## config.mk

```make
export PLATFORM = sky130hd
export DESIGN_NAME = kcef_front
export DESIGN_NICKNAME = d
export VERILOG_FILES = /design/src/hw/rtl/kcef_pkg.sv /design/src/hw/rtl/kcef_front.sv
export VERILOG_INCLUDE_DIRS = /design/src /design/src/hw/rtl
export SDC_FILE = /design/constraint.sdc
export NUM_CORES = 1
export LEC_CHECK = 0
export ABC_AREA = 1
export BUFFER_PORTS_ARGS = -buffer_cell sky130_fd_sc_hd__buf_2
export CORE_MARGIN = 5
export CORE_UTILIZATION = 35
export DETAILED_ROUTE_END_ITERATION = 7
export GPL_TIMING_DRIVEN = 0
export PLACE_DENSITY = 0.63
export SYNTH_ARGS = -nofsm -noshare
export SYNTH_HDL_FRONTEND = slang
export SYNTH_SLANG_ARGS = --single-unit
```

## constraint.sdc

```tcl
create_clock -name clk -period 8.24 [get_ports clk]
set_clock_uncertainty 0.15 [all_clocks]
set_input_delay 0.824 -clock clk [delete_from_list [all_inputs] [get_ports clk]]
set_output_delay 0.824 -clock clk [all_outputs]
set_load 0.1 [all_outputs]
```

## src/hw/rtl/assert_macros.svh

```systemverilog
// ---------------------------------------------------------------------------
// assert_macros.svh
// concurrent assertion helpers, clocked on clk and disabled during reset
// ---------------------------------------------------------------------------
`ifndef ASSERT_MACROS_SVH
`define ASSERT_MACROS_SVH

`ifndef ASSERT_OFF
`define ASSERT_PROP(lbl, prop) lbl: assert property (@(posedge clk) disable iff (!arst_n) \
	prop) else $error("assertion failed");
`define ASSERT_NEVER(lbl, expr) `ASSERT_PROP(lbl, !(expr))
`else
`define ASSERT_PROP(lbl, prop)
`define ASSERT_NEVER(lbl, expr)
`endif

`endif

```

## src/hw/rtl/kcef_pkg.sv

```systemverilog
// ---------------------------------------------------------------------------
// kcef_pkg
// shared types and constants of the keypad click event detector
// ---------------------------------------------------------------------------
package kcef_pkg;

	localparam int ROWS   = 8;
	localparam int COLS   = 16;
	localparam int NKEYS  = ROWS * COLS;
	localparam int KEY_W  = 7;
	localparam int NSLOTS = (NKEYS < (1 << KEY_W)) ? NKEYS : (1 << KEY_W);
	localparam int KEY_AW = (NSLOTS > 1) ? $clog2(NSLOTS) : 1;

	localparam int QDEPTH = 2;
	localparam int QAW    = 1;

	localparam int CFG_W    = 16;
	localparam int CFG_IW   = 2;
	localparam int IN_TW    = 40;
	localparam int OUT_TW   = 40;
	localparam int OUT_UW   = 2;

	localparam logic [CFG_IW-1:0] CFG_HOLD   = 2'd0;
	localparam logic [CFG_IW-1:0] CFG_DOUBLE = 2'd1;
	localparam logic [CFG_IW-1:0] CFG_LONG   = 2'd2;
	localparam logic [CFG_IW-1:0] CFG_DBL_EN = 2'd3;

	localparam logic [15:0] HOLD_RST   = 16'd100;
	localparam logic [15:0] DOUBLE_RST = 16'd300;
	localparam logic [15:0] LONG_RST   = 16'd1000;

	localparam logic [1:0] PH_IDLE     = 2'd0;
	localparam logic [1:0] PH_PRESSED  = 2'd1;
	localparam logic [1:0] PH_HOLD     = 2'd2;
	localparam logic [1:0] PH_RELEASED = 2'd3;

	localparam int FL_PRESSED = 0;
	localparam int FL_LONGREL = 1;
	localparam int FL_DOUBLE  = 2;
	localparam int FL_SHORT   = 3;

	localparam logic [1:0] EV_PRESS   = 2'd0;
	localparam logic [1:0] EV_RELEASE = 2'd1;
	localparam logic [1:0] EV_LONGREL = 2'd2;
	localparam logic [1:0] EV_DOUBLE  = 2'd3;

	typedef struct packed {
		logic [31:0]      now;
		logic             level;
		logic [KEY_W-1:0] key;
	} kcef_item_t;

	typedef struct packed {
		logic [31:0] fps;
		logic [31:0] ps;
		logic [3:0]  flags;
		logic [1:0]  phase;
	} kcef_entry_t;

	typedef struct packed {
		logic [31:0] held;
		logic [1:0]  kind;
	} kcef_event_t;

	typedef struct packed {
		logic avail;
		logic pop;
	} kcef_qctl_t;

endpackage

```

## src/hw/rtl/kcef_front.sv

```systemverilog
// ---------------------------------------------------------------------------
// kcef_front
// input side: takes beats, drops keys outside the matrix, queues the rest
// ---------------------------------------------------------------------------
`include "assert_macros.svh"

module kcef_front (
	input  logic                       clk,
	input  logic                       arst_n,
	input  logic                       s_tvalid,
	output logic                       s_tready,
	input  logic [kcef_pkg::IN_TW-1:0] s_tdata,   // key_index[6:0], key_level[7], now_ms[39:8]
	input  kcef_pkg::kcef_qctl_t       qctl_in,
	output kcef_pkg::kcef_qctl_t       qctl_out,
	output kcef_pkg::kcef_item_t       item
);
	import kcef_pkg::*;

	kcef_item_t         fifo_q [QDEPTH];
	logic [QAW-1:0]     wptr_q;
	logic [QAW-1:0]     rptr_q;
	logic [QAW:0]       cnt_q;
	kcef_item_t         in_item;
	logic               in_range;
	logic               push;
	logic               pop;

	assign in_item  = kcef_item_t'(s_tdata);
	assign in_range = ({2'b00, in_item.key} < 9'(NKEYS));
	assign s_tready = (cnt_q != (QAW+1)'(QDEPTH));
	assign push     = s_tvalid && s_tready && in_range;
	assign pop      = qctl_in.pop;

	assign qctl_out.avail = (cnt_q != '0);
	assign qctl_out.pop   = pop;
	assign item           = fifo_q[rptr_q];

	always_ff @(posedge clk) begin
		if (push) begin
			fifo_q[wptr_q] <= in_item;
		end
	end

	always_ff @(posedge clk or negedge arst_n) begin
		if (!arst_n) begin
			wptr_q <= '0;
			rptr_q <= '0;
			cnt_q  <= '0;
		end else begin
			if (push) begin
				wptr_q <= wptr_q + 1'b1;
			end
			if (pop) begin
				rptr_q <= rptr_q + 1'b1;
			end
			unique case ({push, pop})
				2'b10:   cnt_q <= cnt_q + 1'b1;
				2'b01:   cnt_q <= cnt_q - 1'b1;
				default: cnt_q <= cnt_q;
			endcase
		end
	end

	`ASSERT_NEVER(a_cnt_bound, cnt_q > (QAW+1)'(QDEPTH))
	`ASSERT_NEVER(a_pop_empty, pop && (cnt_q == '0))
	`ASSERT_PROP(a_push_count, (push && !pop) |=> (cnt_q == $past(cnt_q) + 1'b1))

endmodule

```

## Yosys cells after proc, flatten, opt, wreduce, memory -nomap -nowiden

Memory sizes are Yosys's and may differ from the RTL's.
Index checks and enable logic that the tools add are counted.

| storage, ports and cells | value |
|---|---|
| flip-flop bits (word level) | 4 |
| bits in latches | 0 |
| memory bits (writable) | 80 |
| ROM bits | 0 |
| output and inout bits | 43 |
| word-level logic and storage cells | 17 |
| memories | 1 |

| operators by class | value |
|---|---|
| add/subtract/negate cells | 4 |
| multiply operators | 0 |
| divide/modulo/power cells | 0 |
| $lt $le $gt $ge | 0 |
| equality and inequality tests | 3 |
| shift-type cells | 0 |
| muxes and demuxes | 3 |
| bitwise logic cells | 0 |
| reduce and logical (&&, ||, !) cells | 3 |

Memory list:

| name | depth | bits a word | read ports | clocked after Yosys merged registers in | wr ports | line | source |
|---|---|---|---|---|---|---|---|
| fifo_q | 2 | 40 | 1 | 0 | 1 | kcef_front.sv:19 | `kcef_item_t fifo_q [QDEPTH];` |

Operator list:

| cell | number |
|---|---|
| $pmux W2 S2 | 1 |
| $reduce_bool A2 Y1 | 2 |
| $add A1 B1 Y1 const B | 2 |
| $add A2 B1 Y2 const B | 1 |
| $eq A2 B1 Y1 const B | 1 |
| $eq A2 B2 Y1 const B | 1 |
| $mux W1 | 2 |
| $ne A2 B2 Y1 const B | 1 |
| $sub A2 B1 Y2 const B | 1 |
| $logic_and A1 B1 Y1 | 1 |

## Logic depth before layout (Yosys ltp)

Gate-level depths: netlist of the first run.

| logic depth | value |
|---|---|
| word-level depth | 4 |
| gate-level depth with buffers | 9 |

## Worst setup path before layout of the first run

Ideal clock, no wire load.

| timing path | value |
|---|---|
| path kind | input port to flip-flop |
| from | input s_tvalid |
| to | memory fifo_q[0][0] (netlist bit) (enable) |
| arrival | 2.585 ns |
| data required time | 7.653 ns |
| setup slack | 5.068 ns |
| stages | 2 |
| path buffers | 0 |
| path through | nand2_4 nor2_1 |

| between the ends | value |
|---|---|
| longest elaborated chain between the ends | 3 |

RTL lines:

| item | line | source |
|---|---|---|
| start: declaration | kcef_front.sv:10 | `input logic s_tvalid,` |
| $logic_and A1 B1 Y1 | kcef_front.sv:31 | `assign push = s_tvalid && s_tready && in_range;` |
| $mux W1 | kcef_front.sv:39 | `if (push) begin` |
| $mux W1 (not written as such) | kcef_front.sv:40 | `fifo_q[wptr_q] <= in_item;` |
| end: declaration | kcef_front.sv:19 |  |

No other way between the ends.

==> results.py, run 1 <==
metrics = {
    "critical_path": {
        "crit_buf_inv": 3,
        "reg2regPathDepth": 4,
        "path_class": "register to primary output",
        "timing.rr.end": "fifo_q[1][21]",
        "crit_path_max_incr_delay_ps": 440,
        "endpoint_kind": "primary output",
        "crit_family": "buffers and inverters",
        "ff2ff_setup_slack_ps": 6180,
        "reg2reg_from": "cnt_q[0]",
        "worstPathRequired_ps": 7270,
        "path_cells": "buf_6, buf_6, o21ai_2, buf_2",
        "cp_slowest_cell": "buf_2",
        "cpMostUsedCell": "buf_6",
        "critPathMaxFanout": 10,
        "crit_path_start_kind": "register",
        "critical_path_arrival_ps": 1620,
    },
    "cts": {
        "clkLatencyLatePin_ps": 340,
        "cts_tree": "done",
        "root_buffer": "clkbuf_8",
        "cts_setup_buffers": 0,
        "cts_resized": 0,
        "hold_buffers": 0,
        "htree_num_levels": 3,
        "clk_pin_slew_worst_paths_ps": 90,
        "cts.sink_count": 84,
        "clk_path_buf_depth": 2,
        "cts_buffers": 9,
    },
    "synthesis": {
        "synth.top_cell.area_share_pct": 71.2,
        "ys_ff_latch": 84,
        "ys_types": 18,
        "syn_nets": 281,
        "yosys.area.top_type": "edfxtp_1",
        "netlist_instances": 235,
        "synth_most_common_cell": "edfxtp_1",
        "yosys-top-cells-area": "edfxtp_1, o21ai_2, nand2_1",
        "synth_commonest_cells": "edfxtp_1, nand2_1, inv_1, o21ai_2, buf_6",
        "ys_async_sr_fraction_pct": 4.76,
        "synthFlopType": "edfxtp_1",
        "ys.warnings.count": 0,
        "synth_edf_count": 80,
        "syn_area_um2": 3380,
        "yosysSeqAreaShare_pct": 74.1,
        "syn_avg_cell_area_um2": 14.4,
    },
    "sta": {
        "fmax_mhz": 386,
        "worst_pin_slew_ps": 1190,
        "period_share_pct": 31.4,
        "setup_viol": 0,
        "rsz0062_at_grt": "no",
        "slew_headroom_pct": 20.5,
        "hold_viol_final": 0,
        "fin_crit_ps": 2590,
        "slew_violations": 0,
        "fin_setup_tns_ps": 0,
    },
    "place": {
        "portBuffers": 86,
        "dp_hpwl_um": 4370,
        "gp_congestion": 0.634,
    },
    "detailed_routing": {
        "drtPass1Iterations": 4,
        "drc_errors": 0,
        "drt.antenna.violating_nets": 0,
        "via_per_inst": 4.20,
        "drt_iter0_markers": 56,
        "wire_per_inst_um": 13.4,
        "routed_wl_um": 6260,
        "vias": 1962,
    },
    "die": {
        "pin_count": 88,
        "die_w_um": 108,
        "die_area_um2": 11700,
        "core_area_um2": 9330,
        "initial_core_util_pct": 36.2,
        "chipHeight_um": 108,
        "rows": 35,
    },
    "grt": {
        "grt_util_all_layers_pct": 11.2,
        "grt_pass1_wl_um": 9760,
        "gr-total-overflow": 0,
        "antenna_found_initial": 0,
        "grt_max_degree": 42,
        "grt_pass1_vias": 2031,
    },
    "outcome": {
        "status": "finished, final reports clean",
    },
    "finish": {
        "syn2layout_area_growth_pct": 24.8,
        "final_nets": 379,
        "n_antenna_cell": 0,
        "drive_gt1_share_pct": 45.0,
    },
    "worst_hold_path": {
        "holdCritPathClass": "primary input to asynchronous set/reset pin",
    },
    "flow_run": {
        "max_cap_viol_count": 0,
    },
}
-- worst max path at each step --
stage,slack [ps],depth (start not counted),startpoint,to
floorplan,5070,2,s_tvalid,fifo_q[0][0]
global placement,3860,3,s_tvalid,fifo_q[0][20]
detailed placement,5680,3,s_tvalid,fifo_q[1][17]
CTS,5620,4,rptr_q,item[35]
global route,5570,4,rptr_q,item[23]
finish,5650,4,rptr_q,item[35]
-- cells by family after synthesis --
kind of cell | after synthesis | share of synthesized area [%]
fa+ha+maj | 1 | 0.371
compound gates | 41 | 10.2
simple gates | 52 | 6.56
flops | 84 | 74.1
xor+xnor | 2 | 0.519
buf+inv | 55 | 8.23
-- flip-flops by register name (all words and copies together) (netlist names) --
signal and count:
wptr_q 1, fifo_q 80, cnt_q 2, rptr_q 1
-- cell usage in the layout (no fill, tap or decap) --
master and n:
a21oi_1 1, nand4_1 1, xnor2_1 1, o21ai_1 3, buf_2 86, bufinv_16 2, nand2_1 45, nor2_4 2
nand2_4 2, buf_16 1, clkbuf_8 9, xor2_1 1, o21ai_2 37, inv_2 1, edfxtp_1 80, nor2_1 1
ha_1 1, buf_4 1, nand3_1 1, dfrtp_1 4, clkinvlp_4 2, clkbuf_1 3, inv_1 44, buf_6 9
-- worst register-to-register path, stage by stage, from the launching register on --
cell     delay (ps)
dfrtp_1         400
inv_2            70
nand2_4          70
nand2_4          70
nor2_4          890
-- metal layers --
metal / vias up / GRT usage [%] / part of all wire (%) / routed length, um
met5: - / 0 / 0 / 0
met3: 8 / 3.58 / 6.0 / 376
li1: 985 / - / - / -
met4: 0 / 4.06 / 1.7 / 106
met1: 914 / 12.8 / 40 / 2480
met2: 55 / 19.7 / 53 / 3300
-- final cells by class --
cell class / count / area, um^2
sequential: 84 / 2500
clock inverter: 4 / 75.1
clock buffer: 12 / 135
buffer: 10 / 109
multi-input combinational: 96 / 603
fill: 856 / 5110
timing repair buffer: 87 / 458
inverter: 45 / 169
tap: 129 / 161
-- stage by stage --
step           area, um^2  utilization (%)  hold slack [ps]  instances  worst slack [ps]
2_1_floorplan        3380                -              335        235              5070
3_3_place_gp         3970             42.5              351        450              3860
3_5_place_dp         4000             42.9              361        451              5680
4_1_cts              4210             45.2              106        467              5620
5_1_grt              4210             45.2             91.8        467              5570
6_report             4210             45.2              118        467              5650
Power of run 1 is left out: the tool's default activity adds up to more than one toggle a clock period on the data nets, which glitch-free logic cannot reach.
==> run 2, diff against run 1 <==
PLACE_DENSITY = 0.65   (was 0.63)
clock period = 2.3 ns   (was 8.24 ns; I/O delays follow)
==> run 2 against run 1 <==
Compared with the run above:
- utilization rose by 4.2 points
- first-iteration DRC count grew 1.8%
- clock-buffer cell count fell by 1
- largest cell class unchanged
- highest routed layer unchanged
- design area grew 9.2%
==> results.py, run 2 (same netlist as run 1, synthesis figures left out) <==
metrics = {
    "outcome": {
        "status": "finished, final reports clean",
    },
    "detailed_routing": {
        "vias": 2163,
        "drc_errors": 0,
        "drtPass1Iterations": 4,
        "wire_per_inst_um": 13.3,
        "drt.antenna.violating_nets": 0,
        "routed_wl_um": 6770,
        "via_per_inst": 4.27,
        "drt_iter0_markers": 57,
    },
    "sta": {
        "fin_crit_ps": 2090,
        "hold_viol_final": 0,
        "setup_viol": 0,
        "slew_headroom_pct": 18.2,
        "fin_setup_tns_ps": 0,
        "fmax_mhz": 478,
        "worst_pin_slew_ps": 1220,
        "rsz0062_at_grt": "no",
        "period_share_pct": 90.9,
        "slew_violations": 0,
    },
    "cts": {
        "cts_setup_buffers": 0,
        "clkLatencyLatePin_ps": 330,
        "cts_buffers": 9,
        "clk_pin_slew_worst_paths_ps": 70,
        "cts_tree": "done",
        "clk_path_buf_depth": 2,
        "cts.sink_count": 84,
        "root_buffer": "clkbuf_8",
        "htree_num_levels": 3,
    },
    "grt": {
        "antenna_found_initial": 0,
        "grt_pass1_wl_um": 11000,
        "gr-total-overflow": 0,
        "grt_util_all_layers_pct": 12.4,
        "grt_max_degree": 42,
        "grt_pass1_vias": 2325,
    },
    "place": {
        "gp_congestion": 0.623,
        "portBuffers": 86,
        "dp_hpwl_um": 4270,
    },
    "critical_path": {
        "path_class": "register to register",
        "critPathMaxFanout": 41,
        "worstPathRequired_ps": 2100,
        "reg2regPathDepth": 4,
        "crit_path_start_kind": "register",
        "endpoint_kind": "register",
        "critical_path_arrival_ps": 1890,
    },
    "finish": {
        "regArea_um2": 2500,
        "layout_common_cells": "buf_2, edfxtp_1, nand2_1, inv_1, dlygate4sd3_1",
        "n_antenna_cell": 0,
        "reg.largest.list": "fifo_q: 80 flops, cnt_q: 2 flops",
        "regMostFlops": "fifo_q",
        "final_nets": 420,
        "final_common_cell": "buf_2",
        "multi_input_area_um2": 603,
        "final_util_pct": 49.3,
        "largest_register_ffs": 80,
        "fillers": 862,
        "syn2layout_area_growth_pct": 36.3,
        "drive_gt1_share_pct": 39.9,
    },
    "die": {
        "initial_core_util_pct": 36.2,
        "rows": 35,
        "chipHeight_um": 108,
        "core_area_um2": 9330,
        "pin_count": 88,
        "die_area_um2": 11700,
        "die_w_um": 108,
    },
    "flow_run": {
        "max_cap_viol_count": 0,
    },
    "worst_hold_path": {
        "whs_path_depth": 3,
        "holdCritPathClass": "primary input to register",
    },
}
==> run 2: layout make-up <==
class                   count  area share, %
multi-input cells          96           13.1
inverters                  45           3.67
repair buffers            128           18.5
clock buffers              11           2.85
plain buffers              10           2.37
flip-flops and latches     84           54.4
well taps                 129           3.51
clock inverters             4           1.63
==> run 2: repair_timing <==
action                                  CTS  global route
endpoints found under the hold margin    85             0
endpoints found under the setup margin    0             0
gates resized for setup                   0             0
hold buffers                             42             0
==> run 2: through the flow <==
step	area [um^2]	setup slack [ps]	cells	hold slack, ps
after floorplan	3380	-82.3	235	-216
after global placement	3980	174	450	-108
after detailed placement	3980	145	450	-102
after CTS	4600	132	507	11.2
after global routing	4600	43.9	507	26.7
final	4600	210	507	32.1
==> run 2: layer usage <==
metal / track usage, % / part of all wire, % / vias up
met4: 5.86 / 1.6 / 0
li1: - / - / 1077
met5: 0 / 0 / -
met3: 2.93 / 5.5 / 10
met1: 14.3 / 42 / 1014
met2: 21.8 / 51 / 62
==> run 2: worst max-delay path: stages (launching register included) <==
cell and delay (ps):
dfrtp_1 400, inv_2 70, nand2_4 80, nand2_4 70, nor2_4 920
==> run 2: path summary, 6_finish.rpt <==
check	startpoint	end	slack (ps)
worst max-delay path	cnt_q[0]	fifo_q[1][12]	210
max in group asynchronous	arst_n	rptr_q	1810
worst min register to register	cnt_q[0]	cnt_q[0]	370
worst min-delay path	s_tvalid	wptr_q	30
worst max register to register	cnt_q[0]	fifo_q[1][12]	210
min in group asynchronous	arst_n	wptr_q	70
Power of run 2 is left out for the same reason.
